### config.mk
export PLATFORM = sky130hd
export DESIGN_NAME = ascii_line_rasterizer_top
export DESIGN_NICKNAME = d
export VERILOG_FILES = /design/src/rtl/core/lar_pkg.sv /design/src/rtl/core/ascii_line_rasterizer_top.sv /design/src/rtl/core/lar_front.sv /design/src/rtl/core/lar_cmd_queue.sv /design/src/rtl/core/lar_walker.sv
export SDC_FILE = /design/constraint.sdc
export NUM_CORES = 1
export LEC_CHECK = 0
export BUFFER_PORTS_ARGS = -buffer_cell sky130_fd_sc_hd__buf_4
export CORE_MARGIN = 4
export CORE_UTILIZATION = 50
export CTS_CLUSTER_SIZE = 40
export DETAILED_ROUTE_END_ITERATION = 7
export PLACE_DENSITY = 0.69
export SLEW_MARGIN = 20
export SYNTH_ARGS = -nofsm -noshare
export SYNTH_HDL_FRONTEND = slang
export SYNTH_HIERARCHICAL = 1
export SYNTH_SLANG_ARGS = --single-unit
### constraint.sdc
create_clock -name clk -period 19 [get_ports clk]
set_clock_uncertainty 0.2 [all_clocks]
set_input_delay 1.9 -clock clk [delete_from_list [all_inputs] [get_ports clk]]
set_output_delay 1.9 -clock clk [all_outputs]
set_load 0.02 [all_outputs]
### src/rtl/core/lar_pkg.sv
`default_nettype none

package lar_pkg;

  localparam int unsigned CoordW = 6;
  localparam int unsigned CharW  = 8;
  localparam int unsigned GridW  = 7;
  localparam int unsigned ErrW   = 8;

  localparam logic [GridW-1:0] GridSize = 7'd64;

  // Slope thresholds: tan(20 deg) ~ 93/256, tan(70 deg) ~ 703/256.
  localparam logic [9:0] SlopeLow  = 10'd93;
  localparam logic [9:0] SlopeHigh = 10'd703;

  localparam logic [CharW-1:0] ChStar   = 8'h2A;
  localparam logic [CharW-1:0] ChVbar   = 8'h7C;
  localparam logic [CharW-1:0] ChDash   = 8'h2D;
  localparam logic [CharW-1:0] ChBslash = 8'h5C;
  localparam logic [CharW-1:0] ChSlash  = 8'h2F;

  // Register indexes on the configuration port.
  localparam logic RegGridWidth  = 1'b0;
  localparam logic RegGridHeight = 1'b1;

  typedef struct packed {
    logic [CoordW-1:0] start_x;
    logic [CoordW-1:0] start_y;
    logic [CoordW-1:0] end_x;
    logic [CoordW-1:0] end_y;
    logic [CoordW-1:0] abs_dx;
    logic [CoordW-1:0] abs_dy;
    logic              step_x_neg;
    logic              step_y_neg;
    logic [CharW-1:0]  ch;
  } cmd_t;

  typedef enum logic {
    WALK_IDLE,
    WALK_RUN
  } walk_state_t;

endpackage

`default_nettype wire

### src/rtl/core/ascii_line_rasterizer_top.sv
`default_nettype none

// Line rasterizer for a character grid. Each request on the input queue is a
// line command (two endpoints, a character and an automatic-character flag);
// the block answers with one point request per Bresenham step, from the first
// endpoint to the second, each carrying its coordinates, the character, an
// inside flag against grid_width/grid_height, and a last marker on the second
// endpoint. A line produces max(|dx|,|dy|)+1 points, at most 64. The walker
// emits one point per cycle while the result side keeps popping, and loads
// each command from the two-entry command queue in its idle state, before
// the first point of the line. The front classifies a command in the cycle it
// is pushed, so up to two commands can wait while a line is still being drawn.
// Registers (APB, 32-bit data): grid_width at 0x0, grid_height at 0x4, both
// 7 bits and resetting to 64. Values above 64 behave as 64, and a value of 0
// flags every point as outside. Write them only while the block is idle.
module ascii_line_rasterizer_top
  import lar_pkg::*;
(
  input  wire logic              clk,
  input  wire logic              rst_n,
  // Command queue side.
  input  wire logic              push,
  output logic                   full,
  input  wire logic [CoordW-1:0] in_start_x,
  input  wire logic [CoordW-1:0] in_start_y,
  input  wire logic [CoordW-1:0] in_end_x,
  input  wire logic [CoordW-1:0] in_end_y,
  input  wire logic              in_auto_char,
  input  wire logic [CharW-1:0]  in_draw_char,
  // Point queue side.
  output logic                   empty,
  input  wire logic              pop,
  output logic [CoordW-1:0]      out_point_x,
  output logic [CoordW-1:0]      out_point_y,
  output logic [CharW-1:0]       out_point_char,
  output logic                   out_inside_res,
  output logic                   out_last,
  // Configuration port.
  input  wire logic              psel,
  input  wire logic              penable,
  input  wire logic              pwrite,
  input  wire logic [2:0]        paddr,
  input  wire logic [31:0]       pwdata,
  output logic [31:0]            prdata,
  output logic                   pready
);

  cmd_t             front_cmd;
  cmd_t             q_data;
  logic             q_empty;
  logic             q_pop;
  logic             out_valid;
  logic [GridW-1:0] grid_width_r, grid_width_nxt;
  logic [GridW-1:0] grid_height_r, grid_height_nxt;
  logic             cfg_wr;
  logic             reg_sel;

  // Configuration registers. The register is picked by the word address;
  // the byte offset within the word is ignored.
  assign pready  = 1'b1;
  assign reg_sel = paddr[2];
  assign cfg_wr  = psel && penable && pwrite && pready;

  always_comb begin
    grid_width_nxt  = grid_width_r;
    grid_height_nxt = grid_height_r;
    if (cfg_wr) begin
      case (reg_sel)
        RegGridWidth:  grid_width_nxt  = pwdata[GridW-1:0];
        RegGridHeight: grid_height_nxt = pwdata[GridW-1:0];
        default: begin
        end
      endcase
    end
  end

  always_ff @(posedge clk) begin
    if (!rst_n) begin
      grid_width_r  <= GridSize;
      grid_height_r <= GridSize;
    end else begin
      grid_width_r  <= grid_width_nxt;
      grid_height_r <= grid_height_nxt;
    end
  end

  always_comb begin
    case (reg_sel)
      RegGridWidth:  prdata = {{(32-GridW){1'b0}}, grid_width_r};
      RegGridHeight: prdata = {{(32-GridW){1'b0}}, grid_height_r};
      default:       prdata = '0;
    endcase
  end

  // Front: work out deltas, step directions and the character.
  lar_front u_front (
    .start_x   (in_start_x),
    .start_y   (in_start_y),
    .end_x     (in_end_x),
    .end_y     (in_end_y),
    .auto_char (in_auto_char),
    .draw_char (in_draw_char),
    .cmd       (front_cmd)
  );

  // Short queue between the front and the walker; its full flag is the
  // input side's full.
  lar_cmd_queue u_queue (
    .clk     (clk),
    .rst_n   (rst_n),
    .wr_en   (push),
    .wr_data (front_cmd),
    .full    (full),
    .rd_en   (q_pop),
    .rd_data (q_data),
    .empty   (q_empty)
  );

  // Back: walk the error line one point per cycle, while the output keeps being taken, into an output register.
  lar_walker u_walker (
    .clk         (clk),
    .rst_n       (rst_n),
    .q_data      (q_data),
    .q_empty     (q_empty),
    .q_pop       (q_pop),
    .grid_width  (grid_width_r),
    .grid_height (grid_height_r),
    .point_x     (out_point_x),
    .point_y     (out_point_y),
    .point_char  (out_point_char),
    .inside_res  (out_inside_res),
    .last        (out_last),
    .out_valid   (out_valid),
    .out_take    (pop)
  );

  assign empty = !out_valid;

endmodule

`default_nettype wire

### src/rtl/core/lar_front.sv
`default_nettype none

module lar_front
  import lar_pkg::*;
(
  input  wire logic [CoordW-1:0] start_x,
  input  wire logic [CoordW-1:0] start_y,
  input  wire logic [CoordW-1:0] end_x,
  input  wire logic [CoordW-1:0] end_y,
  input  wire logic              auto_char,
  input  wire logic [CharW-1:0]  draw_char,
  output cmd_t                   cmd
);

  logic              x_fwd;
  logic              y_fwd;
  logic [CoordW-1:0] ax;
  logic [CoordW-1:0] ay;
  logic [15:0]       ay_scaled;
  logic [15:0]       ax_low;
  logic [15:0]       ax_high;
  logic [CharW-1:0]  slope_char;

  assign x_fwd = start_x < end_x;
  assign y_fwd = start_y < end_y;
  assign ax    = x_fwd ? (end_x - start_x) : (start_x - end_x);
  assign ay    = y_fwd ? (end_y - start_y) : (start_y - end_y);

  assign ay_scaled = {2'b00, ay, 8'h00};
  assign ax_low    = {10'd0, ax} * {6'd0, SlopeLow};
  assign ax_high   = {10'd0, ax} * {6'd0, SlopeHigh};

  // Character from the slope; the sign test only matters when both deltas are nonzero.
  always_comb begin
    if (ax == '0 && ay == '0) begin
      slope_char = ChStar;
    end else if (ax == '0) begin
      slope_char = ChVbar;
    end else if (ay == '0) begin
      slope_char = ChDash;
    end else if (ay_scaled < ax_low) begin
      slope_char = ChDash;
    end else if (ay_scaled < ax_high) begin
      slope_char = (x_fwd == y_fwd) ? ChBslash : ChSlash;
    end else begin
      slope_char = ChVbar;
    end
  end

  always_comb begin
    cmd.start_x    = start_x;
    cmd.start_y    = start_y;
    cmd.end_x      = end_x;
    cmd.end_y      = end_y;
    cmd.abs_dx     = ax;
    cmd.abs_dy     = ay;
    cmd.step_x_neg = ~x_fwd;
    cmd.step_y_neg = ~y_fwd;
    cmd.ch         = auto_char ? slope_char : draw_char;
  end

endmodule

`default_nettype wire

### src/rtl/core/lar_cmd_queue.sv
`default_nettype none

module lar_cmd_queue
  import lar_pkg::*;
(
  input  wire logic clk,
  input  wire logic rst_n,
  input  wire logic wr_en,
  input  wire cmd_t wr_data,
  output logic      full,
  input  wire logic rd_en,
  output cmd_t      rd_data,
  output logic      empty
);

  cmd_t       entry_r [2];
  logic       wr_ptr_r;
  logic       wr_ptr_nxt;
  logic       rd_ptr_r;
  logic       rd_ptr_nxt;
  logic [1:0] count_r;
  logic [1:0] count_nxt;
  logic       do_wr;
  logic       do_rd;

  assign full    = count_r == 2'd2;
  assign empty   = count_r == 2'd0;
  assign do_wr   = wr_en && !full;
  assign do_rd   = rd_en && !empty;
  assign rd_data = entry_r[rd_ptr_r];

  always_comb begin
    wr_ptr_nxt = do_wr ? ~wr_ptr_r : wr_ptr_r;
    rd_ptr_nxt = do_rd ? ~rd_ptr_r : rd_ptr_r;
    count_nxt  = count_r;
    if (do_wr && !do_rd) begin
      count_nxt = count_r + 2'd1;
    end else if (do_rd && !do_wr) begin
      count_nxt = count_r - 2'd1;
    end
  end

  always_ff @(posedge clk) begin
    if (!rst_n) begin
      wr_ptr_r <= 1'b0;
      rd_ptr_r <= 1'b0;
      count_r  <= 2'd0;
    end else begin
      wr_ptr_r <= wr_ptr_nxt;
      rd_ptr_r <= rd_ptr_nxt;
      count_r  <= count_nxt;
    end
  end

  always_ff @(posedge clk) begin
    if (do_wr) begin
      entry_r[wr_ptr_r] <= wr_data;
    end
  end

  a_count_bound: assert property (@(posedge clk) disable iff (!rst_n)
    count_r != 2'd3)
    else $error("command queue count out of range");

endmodule

`default_nettype wire

### src/rtl/core/lar_walker.sv
`default_nettype none

module lar_walker
  import lar_pkg::*;
(
  input  wire logic              clk,
  input  wire logic              rst_n,
  input  wire cmd_t              q_data,
  input  wire logic              q_empty,
  output logic                   q_pop,
  input  wire logic [GridW-1:0]  grid_width,
  input  wire logic [GridW-1:0]  grid_height,
  output logic [CoordW-1:0]      point_x,
  output logic [CoordW-1:0]      point_y,
  output logic [CharW-1:0]       point_char,
  output logic                   inside_res,
  output logic                   last,
  output logic                   out_valid,
  input  wire logic              out_take
);

  walk_state_t state_r;
  walk_state_t state_nxt;

  logic [CoordW-1:0]     cur_x_r, cur_x_nxt;
  logic [CoordW-1:0]     cur_y_r, cur_y_nxt;
  logic signed [ErrW-1:0] err_r, err_nxt;
  cmd_t                  cmd_r, cmd_nxt;

  logic                  out_valid_r, out_valid_nxt;
  logic [CoordW-1:0]     pt_x_r, pt_x_nxt;
  logic [CoordW-1:0]     pt_y_r, pt_y_nxt;
  logic [CharW-1:0]      pt_char_r, pt_char_nxt;
  logic                  pt_inside_r, pt_inside_nxt;
  logic                  pt_last_r, pt_last_nxt;

  logic                  slot_free;
  logic                  emit;
  logic                  done;
  logic signed [ErrW:0]  e2;
  logic signed [ErrW:0]  neg_ay;
  logic signed [ErrW:0]  pos_ax;
  logic                  step_x;
  logic                  step_y;
  logic signed [ErrW-1:0] err_dx;
  logic signed [ErrW-1:0] err_dy;

  assign slot_free = !out_valid_r || out_take;
  assign done      = (cur_x_r == cmd_r.end_x) && (cur_y_r == cmd_r.end_y);
  assign e2        = {err_r, 1'b0};
  assign neg_ay    = -$signed({3'b000, cmd_r.abs_dy});
  assign pos_ax    = $signed({3'b000, cmd_r.abs_dx});
  assign step_x    = e2 > neg_ay;
  assign step_y    = e2 < pos_ax;
  assign err_dx    = $signed({2'b00, cmd_r.abs_dx});
  assign err_dy    = $signed({2'b00, cmd_r.abs_dy});

  always_comb begin
    state_nxt     = state_r;
    cur_x_nxt     = cur_x_r;
    cur_y_nxt     = cur_y_r;
    err_nxt       = err_r;
    cmd_nxt       = cmd_r;
    q_pop         = 1'b0;
    emit          = 1'b0;
    out_valid_nxt = out_valid_r && !out_take;
    pt_x_nxt      = pt_x_r;
    pt_y_nxt      = pt_y_r;
    pt_char_nxt   = pt_char_r;
    pt_inside_nxt = pt_inside_r;
    pt_last_nxt   = pt_last_r;
    case (state_r)
      WALK_IDLE: begin
        if (!q_empty) begin
          q_pop     = 1'b1;
          cmd_nxt   = q_data;
          cur_x_nxt = q_data.start_x;
          cur_y_nxt = q_data.start_y;
          err_nxt   = $signed({2'b00, q_data.abs_dx}) - $signed({2'b00, q_data.abs_dy});
          state_nxt = WALK_RUN;
        end
      end
      WALK_RUN: begin
        if (slot_free) begin
          emit          = 1'b1;
          out_valid_nxt = 1'b1;
          pt_x_nxt      = cur_x_r;
          pt_y_nxt      = cur_y_r;
          pt_char_nxt   = cmd_r.ch;
          pt_inside_nxt = ({1'b0, cur_x_r} < grid_width) && ({1'b0, cur_y_r} < grid_height);
          pt_last_nxt   = done;
          if (done) begin
            state_nxt = WALK_IDLE;
          end else begin
            err_nxt = err_r - (step_x ? err_dy : '0) + (step_y ? err_dx : '0);
            if (step_x) begin
              cur_x_nxt = cmd_r.step_x_neg ? cur_x_r - 1'b1 : cur_x_r + 1'b1;
            end
            if (step_y) begin
              cur_y_nxt = cmd_r.step_y_neg ? cur_y_r - 1'b1 : cur_y_r + 1'b1;
            end
          end
        end
      end
      default: begin
        state_nxt = WALK_IDLE;
      end
    endcase
  end

  always_ff @(posedge clk) begin
    if (!rst_n) begin
      state_r     <= WALK_IDLE;
      out_valid_r <= 1'b0;
    end else begin
      state_r     <= state_nxt;
      out_valid_r <= out_valid_nxt;
    end
  end

  always_ff @(posedge clk) begin
    cur_x_r     <= cur_x_nxt;
    cur_y_r     <= cur_y_nxt;
    err_r       <= err_nxt;
    cmd_r       <= cmd_nxt;
    pt_x_r      <= pt_x_nxt;
    pt_y_r      <= pt_y_nxt;
    pt_char_r   <= pt_char_nxt;
    pt_inside_r <= pt_inside_nxt;
    pt_last_r   <= pt_last_nxt;
  end

  assign out_valid  = out_valid_r;
  assign point_x    = pt_x_r;
  assign point_y    = pt_y_r;
  assign point_char = pt_char_r;
  assign inside_res = pt_inside_r;
  assign last       = pt_last_r;

  a_pop_needs_data: assert property (@(posedge clk) disable iff (!rst_n)
    q_pop |-> !q_empty && state_r == WALK_IDLE)
    else $error("walker took a command from an empty queue or while busy");

  a_last_ends_line: assert property (@(posedge clk) disable iff (!rst_n)
    (emit && done) |=> state_r == WALK_IDLE && out_valid_r && pt_last_r)
    else $error("final point did not end the line");

  a_no_overwrite: assert property (@(posedge clk) disable iff (!rst_n)
    (out_valid_r && !out_take) |-> !emit)
    else $error("walker overwrote a waiting point");

endmodule

`default_nettype wire

# Word-level counts from Yosys, hierarchy flattened
# Memories as Yosys holds them, arrays and structs flattened. A register that Yosys moved wholly into a read port is not among the register bits.
# Cells that the tools add are included.
# totals
mem_bits_rw	92
memories	1
out_inout_bits	57
word_cells	132
inputBits	75
register_bits	96
# classes
mul	2
reduce_logical	28
n_bitwise	7
n_mux	41
n_eq_ne	9
order_cmp	8
n_addsub	14
# memory_table
memory	words	width	read_ports	rd_clocked_by_memory_dff	wr	line_no	text
u_queue.entry_r	2	46	1	1	1	lar_cmd_queue.sv:16	cmd_t entry_r [2];
# op_table
operator	count
2-to-1 mux 6 bit	14
2-to-1 mux 8 bit	9
case mux 32 bit (2 select lines)	1
case mux 6 bit (2 select lines)	2
subtractor 6 bit	4
< comparator 14 x 16 -> 1 bit	1
multiplier 6 x 10 -> 16 bit (second input constant)	1
case mux 8 bit (2 select lines)	1
< comparator 14 x 13 -> 1 bit	1
< comparator 6 x 7 -> 1 bit	2
multiplier 6 x 7 -> 13 bit (second input constant)	1
adder 6 x 1 -> 6 bit (second input constant)	2
== test 6 bit	2
zero test 6 bit	2
< comparator 6 bit	2
subtractor 6 x 1 -> 6 bit (second input constant)	2
logical AND 1 bit	10
2-to-1 mux 1 bit	10
inequality test 2 bit (second input constant)	5
> comparator 9 bit	1
< comparator 9 x 7 -> 1 bit	1
negator 6 -> 9 bit	1
adder 8 bit	1
AND reduction 2 bit	4
other kinds (16)	29

# Logic depth before layout (Yosys ltp)
# Gate-level depths: netlist (run 1).
# logic_depth
ltp_word	10
depth_mapped	34
ltp_nobuf	34

# Modules after synthesis
# The synthesis (run 1) kept the hierarchy.
# by_module_without_submodules
module	cells_per_inst	area_each_um2	n_inst
lar_walker	392	4639.4	1
lar_cmd_queue	168	3549.7	1
lar_front	452	3524.6	1
ascii_line_rasterizer_top	91	858.3	1

# Worst setup path before layout (run 1)
# Ideal clock, no wire load.
# synth_path
path_type	input to register
from	in in_start_x[0]
to	mem u_queue/entry_r[0][0] (netlist bit), data pin
setup_slack_ns	9.961
path_buffers	0
arrival_time_ns	8.576
setup_ns	0.263
stages	33
cell_sequence	inv_1 > ha_1 > inv_1 > fa_1 > a211oi_2 > o21ai_1 > nand2_1 > inv_1 > o31ai_1 > xnor2_1 > inv_1 > fa_1 > xor2_1 > ha_1 > inv_1 > fa_1 > inv_1 > ha_1 > or3_1 > o21ai_0 > a21oi_1 > a21o_1 > a21o_1 > a21oi_1 > xor2_1 > ha_1 > nand4b_1 > nor4_1 > a311o_1 > or4b_1 > o211ai_2 > nor2_1 > o31a_1
# synth_rtl
item	line_no	text
start: declaration	ascii_line_rasterizer_top.sv:24	input wire logic [CoordW-1:0] in_start_x,
end: declaration	lar_cmd_queue.sv:16	

==> results of run 1 <==
==> metal layers <==
layer | share of wire | GRT usage | up-vias
met5 | 0 | 0 | -
met3 | 0.039 | 0.0292 | 34
met2 | 0.47 | 0.299 | 153
met1 | 0.47 | 0.255 | 3881
met4 | 0.018 | 0.0576 | 0
li1 | - | - | 3932
==> worst reg2reg max path, stage by stage, from the launching register on <==
cell and delay (ps):
edfxtp_1 460, nor2_1 250, nand4b_1 190, xnor2_1 170
ha_1 290, nand3_1 90, nor4_1 280, mux2_2 210
a31o_2 150, nor2_1 70, fa_1 580, inv_1 60
ha_1 300, a211oi_1 290, o21ai_0 180, a31oi_1 270
mux2i_1 220, nand3_1 90
==> cell families after synthesis <==
kind of cell             after synthesis
buffers and inverters                222
AND/OR/NAND/NOR                      216
flip-flops                           189
AO/OA/AOI/OAI                        169
adder cells (fa/ha/maj)              163
multiplexers                          90
XOR/XNOR                              52
other                                  2
==> layout by cell type, fill, tap and decap left out, types with 6 or more instances in the layout <==
cell and n:
buf_4 87, conb_1 26, edfxtp_1 168, nand2b_1 17, mux2i_1 28, nor2b_1 13, nand2_1 48, clkbuf_16 17
nand4b_1 6, mux2_2 62, a21boi_0 8, xnor2_1 34, fa_1 33, xor2_1 18, ha_1 130, nand3_1 16
nand4_1 7, inv_1 151, o21a_1 7, dfxtp_1 20, nor2_1 36, nor3_1 15, and2_1 9, a21o_1 21
a21oi_1 44, o21ai_0 39
==> worst paths after layout <==
check                          start                      to  slack (ps)
hold reg to reg    u_walker/cmd_r[1]  u_walker/point_char[1]         220
hold / removal     u_walker/cmd_r[1]  u_walker/point_char[1]         220
setup reg to reg  u_walker/cmd_r[12]       u_walker/err_r[7]       14400
setup / recovery       in_start_x[0]   u_queue/entry_r[0][6]        9080
==> area by class of cell <==
| cell class | count | area [um^2] | share of cell area |
|---|---|---|---|
| multi-input cells | 716 | 6140 | 0.445 |
| flip-flops and latches | 189 | 5470 | 0.396 |
| repair buffers | 87 | 653 | 0.0473 |
| inverters | 153 | 574 | 0.0416 |
| clock buffers | 18 | 429 | 0.0311 |
| well taps | 324 | 405 | 0.0294 |
| clock inverters | 13 | 129 | 0.00934 |
==> state kept, by name, summed over array words and instances (netlist names), named ones only <==
name and flops:
grid_height_r 7, grid_width_r 7, u_queue/count_r 2, u_queue/entry_r 92
u_queue/rd_ptr_r 1, u_queue/wr_ptr_r 1, u_walker/cmd_r 34, u_walker/cur_x_r 6
u_walker/cur_y_r 6, u_walker/err_r 8, u_walker/inside_res 1, u_walker/last 1
u_walker/out_valid 1, u_walker/point_char 8, u_walker/point_x 6, u_walker/point_y 6
u_walker/state_r 1
==> through the flow <==
step	area [um^2]	util
6_report	13800	0.562
5_1_grt	13800	0.562
4_1_cts	13800	0.562
3_5_place_dp	13200	0.540
3_3_place_gp	13200	0.540
2_1_floorplan	12700	-
==> summary.json, run 1 <==
{
  "cts.root.buffer_cell": "clkbuf_16",
  "hold_violations": 0,
  "dieWidth_um": 167,
  "timing.reg2reg.worst_path_depth": 17,
  "worst_setup_hold_path_clk_slew_ps": 70,
  "wire_per_inst_um": 17.0,
  "netlist_top_cells_count": "edfxtp_1 (168), inv_1 (151), ha_1 (130), mux2_2 (62), buf_4 (54)",
  "antenna_cells": 0,
  "worstPathArrival_ps": 9940,
  "placement.setup.worst_slack_ps": 8660,
  "clkLatencyLatePin_ps": 440,
  "clock_tree_from_tritoncts": "done",
  "maximum_number_of_pins_on_one_net_before_global_route_repair": 48,
  "fin_ws_ps": 9080,
  "vias": 8000,
  "floorplan.io_pins": 132,
  "wire_length_of_the_first_global_routing_pass_um": 41100,
  "core_area_um2": 24500,
  "drcViolationCount": 0,
  "grt_util_all_layers": 0.184,
  "drt_first_pass_iters": 5,
  "die_h_um": 167,
  "worst_hold_slack_ps": 220,
  "antenna_found_initial": 0,
  "postSynth.asyncResetShare": 0,
  "drv_cap": 0,
  "synth_top_family_by_area": "adder cells",
  "post_drt_via_cell_ratio": 5.33,
  "synth_edf_count": 168,
  "dominant_cells_by_area_after_synthesis": "edfxtp_1 (40%), ha_1 (13%), mux2_2 (5.6%)",
  "post-synth-top-area-fraction": 0.401,
  "cts_max_level": 4,
  "synth_simple_gate_area_share": 0.0965,
  "synth_compound_area_frac": 0.0868,
  "worstSetupStartpointType": "input pin",
  "crit_path_frequent_cell": "inv_1",
  "hpwlAfterDp_um": 19300,
  "synth-adder-area-share": 0.182,
  "timing.setup.critical_path_class": "in -> reg",
  "run_status": "complete, no violations",
  "synth_cells": 1103,
  "worst_setup_path_end_kind": "register",
  "critical_path_depth": 35,
  "hold-path-cell-count": 0,
  "layout-area-overhead-vs-synth_pct": 9.75,
  "synthXorXnorAreaFrac": 0.0362,
  "path_buf_inv": 7,
  "grt_pass1_vias": 8104,
  "slowest_delay_ps": 660,
  "rsz0062_at_grt": "no",
  "fillCellCount": 2144,
  "dominantRegCellSynth": "edfxtp_1",
  "tritoncts.num_buffers": 17,
  "num_rows": 57,
  "synth-seq-area-share": 0.435,
  "wirelength_um": 25400,
  "avgSynthCellArea_um2": 11.4,
  "postCtsSetupBuffers": 0,
  "critical_path.max_fanout": 6,
  "crit_required_ps": 19020,
  "netlist-cell-type-count": 79,
  "setup_violations": 0,
  "cts-hold-fix-buffers": 0,
  "drive_gt1_frac": 0.178,
  "cp_slowest_cell": "fa_1",
  "drtAntennaViolNets": 0,
  "net_count_of_the_finished_layout": 1402,
  "number_of_gates_resized_after_cts": 0,
  "finalCritPeriodShare": 0.522,
  "synth-seq-cells": 189,
  "post_synth_instance_area_um2": 12600,
  "floorplan.initialDensity": 0.512,
  "worst_max_slew_margin_expressed_relative_to_the_limit": 0.289,
  "report.final.slew_viol_count": 0,
  "fmax_ghz": 0.101,
  "yosys.cell_count.top_type": "edfxtp_1",
  "drt_first_iter_violations": 536,
  "area_enclosed_by_the_die_boundary_um2": 27700,
  "hp-class": "reg -> reg",
  "stdcell_count": 1500,
  "synth.area.mux_share": 0.0778,
  "clk_path_buf_depth": 2,
  "grt_overflow_total": 0,
  "post-route-min-period_ps": 9920,
  "synth-warning-count": 6,
  "portBuffers": 78,
  "dp_cells": 1469,
  "gp_routability_congestion": 0.866,
  "numClockSinks": 189,
  "synth_area_leader_cell": "edfxtp_1",
  "setup-tns-final_ps": 0,
  "worst_pin_slew_ps": 1060,
  "critical_path.top_delay_family": "adder cells"
}
Power of run 1 is left out: the tool's default activity adds up to more than one toggle a clock period on the data nets, which glitch-free logic cannot reach.
==> run 2: changes to the inputs <==
--- a/config.mk
+++ b/config.mk
@@ -10,7 +10,7 @@
 export CORE_UTILIZATION = 50
 export CTS_CLUSTER_SIZE = 40
 export DETAILED_ROUTE_END_ITERATION = 7
-export PLACE_DENSITY = 0.69
+export PLACE_DENSITY = 0.72
 export SLEW_MARGIN = 20
 export SYNTH_ARGS = -nofsm -noshare
 export SYNTH_HDL_FRONTEND = slang
==> constraint.sdc (replaced) <==
create_clock -name clk -period 7.9 [get_ports clk]
set_clock_uncertainty 0.2 [all_clocks]
set_input_delay 0.79 -clock clk [delete_from_list [all_inputs] [get_ports clk]]
set_output_delay 0.79 -clock clk [all_outputs]
set_load 0.02 [all_outputs]
==> run 2 against run 1 <==
Net effect:
- cell count is 3.9% higher
- sequential share of layout area fell by 1.7 points
- global-route usage rose by 0.11 points
- core utilization rose by 2.6 points
- register-to-register slack worse by 11000 ps
==> summary.json, run 2 (synthesis gave the netlist of run 1 again) <==
{
  "hold-path-cell-count": 0,
  "timing.reg2reg.setup_slack_ps": 3240,
  "hp-class": "reg -> reg",
  "postLayoutCoreUtil": 0.588,
  "clk_path_buf_depth": 2,
  "hpwlAfterDp_um": 19900,
  "maximum_number_of_pins_on_one_net_before_global_route_repair": 48,
  "timing.reg2reg.worst_path_depth": 17,
  "drive_gt1_frac": 0.237,
  "worst_setup_hold_path_clk_slew_ps": 70,
  "antenna_found_initial": 0,
  "report.final.slew_viol_count": 0,
  "worstSetupStartpointType": "input pin",
  "floorplan.io_pins": 132,
  "reg2reg_to": "u_walker/err_r[7]",
  "crit_path_frequent_cell": "inv_1",
  "net_count_of_the_finished_layout": 1459,
  "finalCritPeriodShare": 0.959,
  "cts.root.buffer_cell": "clkbuf_16",
  "tritoncts.num_buffers": 17,
  "drv_cap": 0,
  "setup_violations": 0,
  "clock_tree_from_tritoncts": "done",
  "timing.setup.critical_path_class": "in -> reg",
  "clkLatencyLatePin_ps": 440,
  "wire_per_inst_um": 16.7,
  "cp_slowest_cell": "fa_2",
  "core_area_um2": 24500,
  "post-route-min-period_ps": 7580,
  "gp_routability_congestion": 0.877,
  "rr_startpoint": "u_walker/cmd_r[10]",
  "hold_violations": 0,
  "fmax_ghz": 0.132,
  "final_common_cell": "edfxtp_1",
  "num_rows": 57,
  "die_h_um": 167,
  "run_status": "complete, no violations",
  "drt_first_pass_iters": 5,
  "vias": 8179,
  "worst_pin_slew_ps": 1070,
  "drt_first_iter_violations": 500,
  "wirelength_um": 26000,
  "worst_setup_path_end_kind": "register",
  "min_from": "u_walker/cmd_r[1]",
  "drtAntennaViolNets": 0,
  "drcViolationCount": 0,
  "slowest_delay_ps": 680,
  "layout-area-overhead-vs-synth_pct": 14.8,
  "critical_path.max_fanout": 4,
  "floorplan.initialDensity": 0.512,
  "grt_overflow_total": 0,
  "final_cell_mix": "edfxtp_1 (168), inv_1 (148), buf_4 (143)",
  "post_drt_via_cell_ratio": 5.25,
  "dieWidth_um": 167,
  "numClockSinks": 189,
  "grt_util_all_layers": 0.185,
  "grt_pass1_vias": 8291,
  "portBuffers": 78,
  "timing.hold.worst_endpoint": "u_walker/point_char[1]",
  "wire_length_of_the_first_global_routing_pass_um": 41500,
  "fillCellCount": 2018,
  "worst_max_slew_margin_expressed_relative_to_the_limit": 0.288,
  "largest-register": "u_queue/entry_r",
  "antenna_cells": 0,
  "crit_required_ps": 7880,
  "max_ffs_per_register": 92,
  "layout_top_registers": "u_queue/entry_r (92), u_walker/cmd_r (34)",
  "worstPathArrival_ps": 7560,
  "cts_max_level": 4,
  "area_enclosed_by_the_die_boundary_um2": 27700
}
-- run 2: how the worst max path moves through the flow --
stage | startpoint | to | slack, ps | depth (start not counted)
3_3_place_gp | in_start_x[0] | u_queue/entry_r[1][0] | -230 | 33
2_1_floorplan | in_start_x[0] | u_queue/entry_r[0][0] | 40 | 33
4_1_cts | in_start_x[0] | u_queue/entry_r[1][6] | 70 | 34
3_5_place_dp | in_start_x[0] | u_queue/entry_r[0][6] | -360 | 34
5_1_grt | in_start_x[0] | u_queue/entry_r[1][6] | -30 | 35
6_report | in_start_x[0] | u_queue/entry_r[1][0] | 320 | 34
-- run 2: critical path: cells and delay by family --
| kind | cells | cell delay, ps |
|---|---|---|
| AO/OA/AOI/OAI | 11 | 1860 |
| AND/OR/NAND/NOR | 7 | 1480 |
| adder cells (fa/ha/maj) | 7 | 2450 |
| buffers and inverters | 6 | 480 |
| XOR/XNOR | 3 | 500 |
-- run 2: metrics by stage --
| stage | setup WS (ps) | area, um^2 | hold WS (ps) | std cells | TNS (ps) |
|---|---|---|---|---|---|
| floorplan | 36.9 | 12700 | 200 | 1127 | 0 |
| global placement | -228 | 13700 | 203 | 1522 | -1660 |
| detailed placement | -364 | 13700 | 210 | 1522 | -2840 |
| CTS | 65.1 | 14200 | 228 | 1554 | 0 |
| global route | -30.7 | 14400 | 234 | 1558 | -157 |
| finish | 322 | 14400 | 224 | 1558 | 0 |
-- run 2: timing repair --
action | in CTS | in global routing
hold buffers | 0 | 0
setup endpoints to repair | 0 | 10
resized for setup | 0 | 29
setup buffers | 0 | 4
-- run 2: cell type report --
type	count	area, um^2	share of cell area
Clock buffer	17	425	0.0295
Clock inverter	15	170	0.0118
Inverter	153	574	0.0398
Multi-Input combinational cell	716	6310	0.437
Sequential cell	189	5470	0.379
Tap cell	324	405	0.0281
Timing Repair Buffer	144	1080	0.0751
-- run 2: per-layer routing --
metal / vias up / track usage / routed length, um
li1: 4059 / - / -
met1: 3918 / 0.254 / 11900
met2: 176 / 0.310 / 12600
met3: 26 / 0.0280 / 1080
met4: 0 / 0.0473 / 414
met5: - / 0 / 0
Power of run 2 is left out for the same reason.
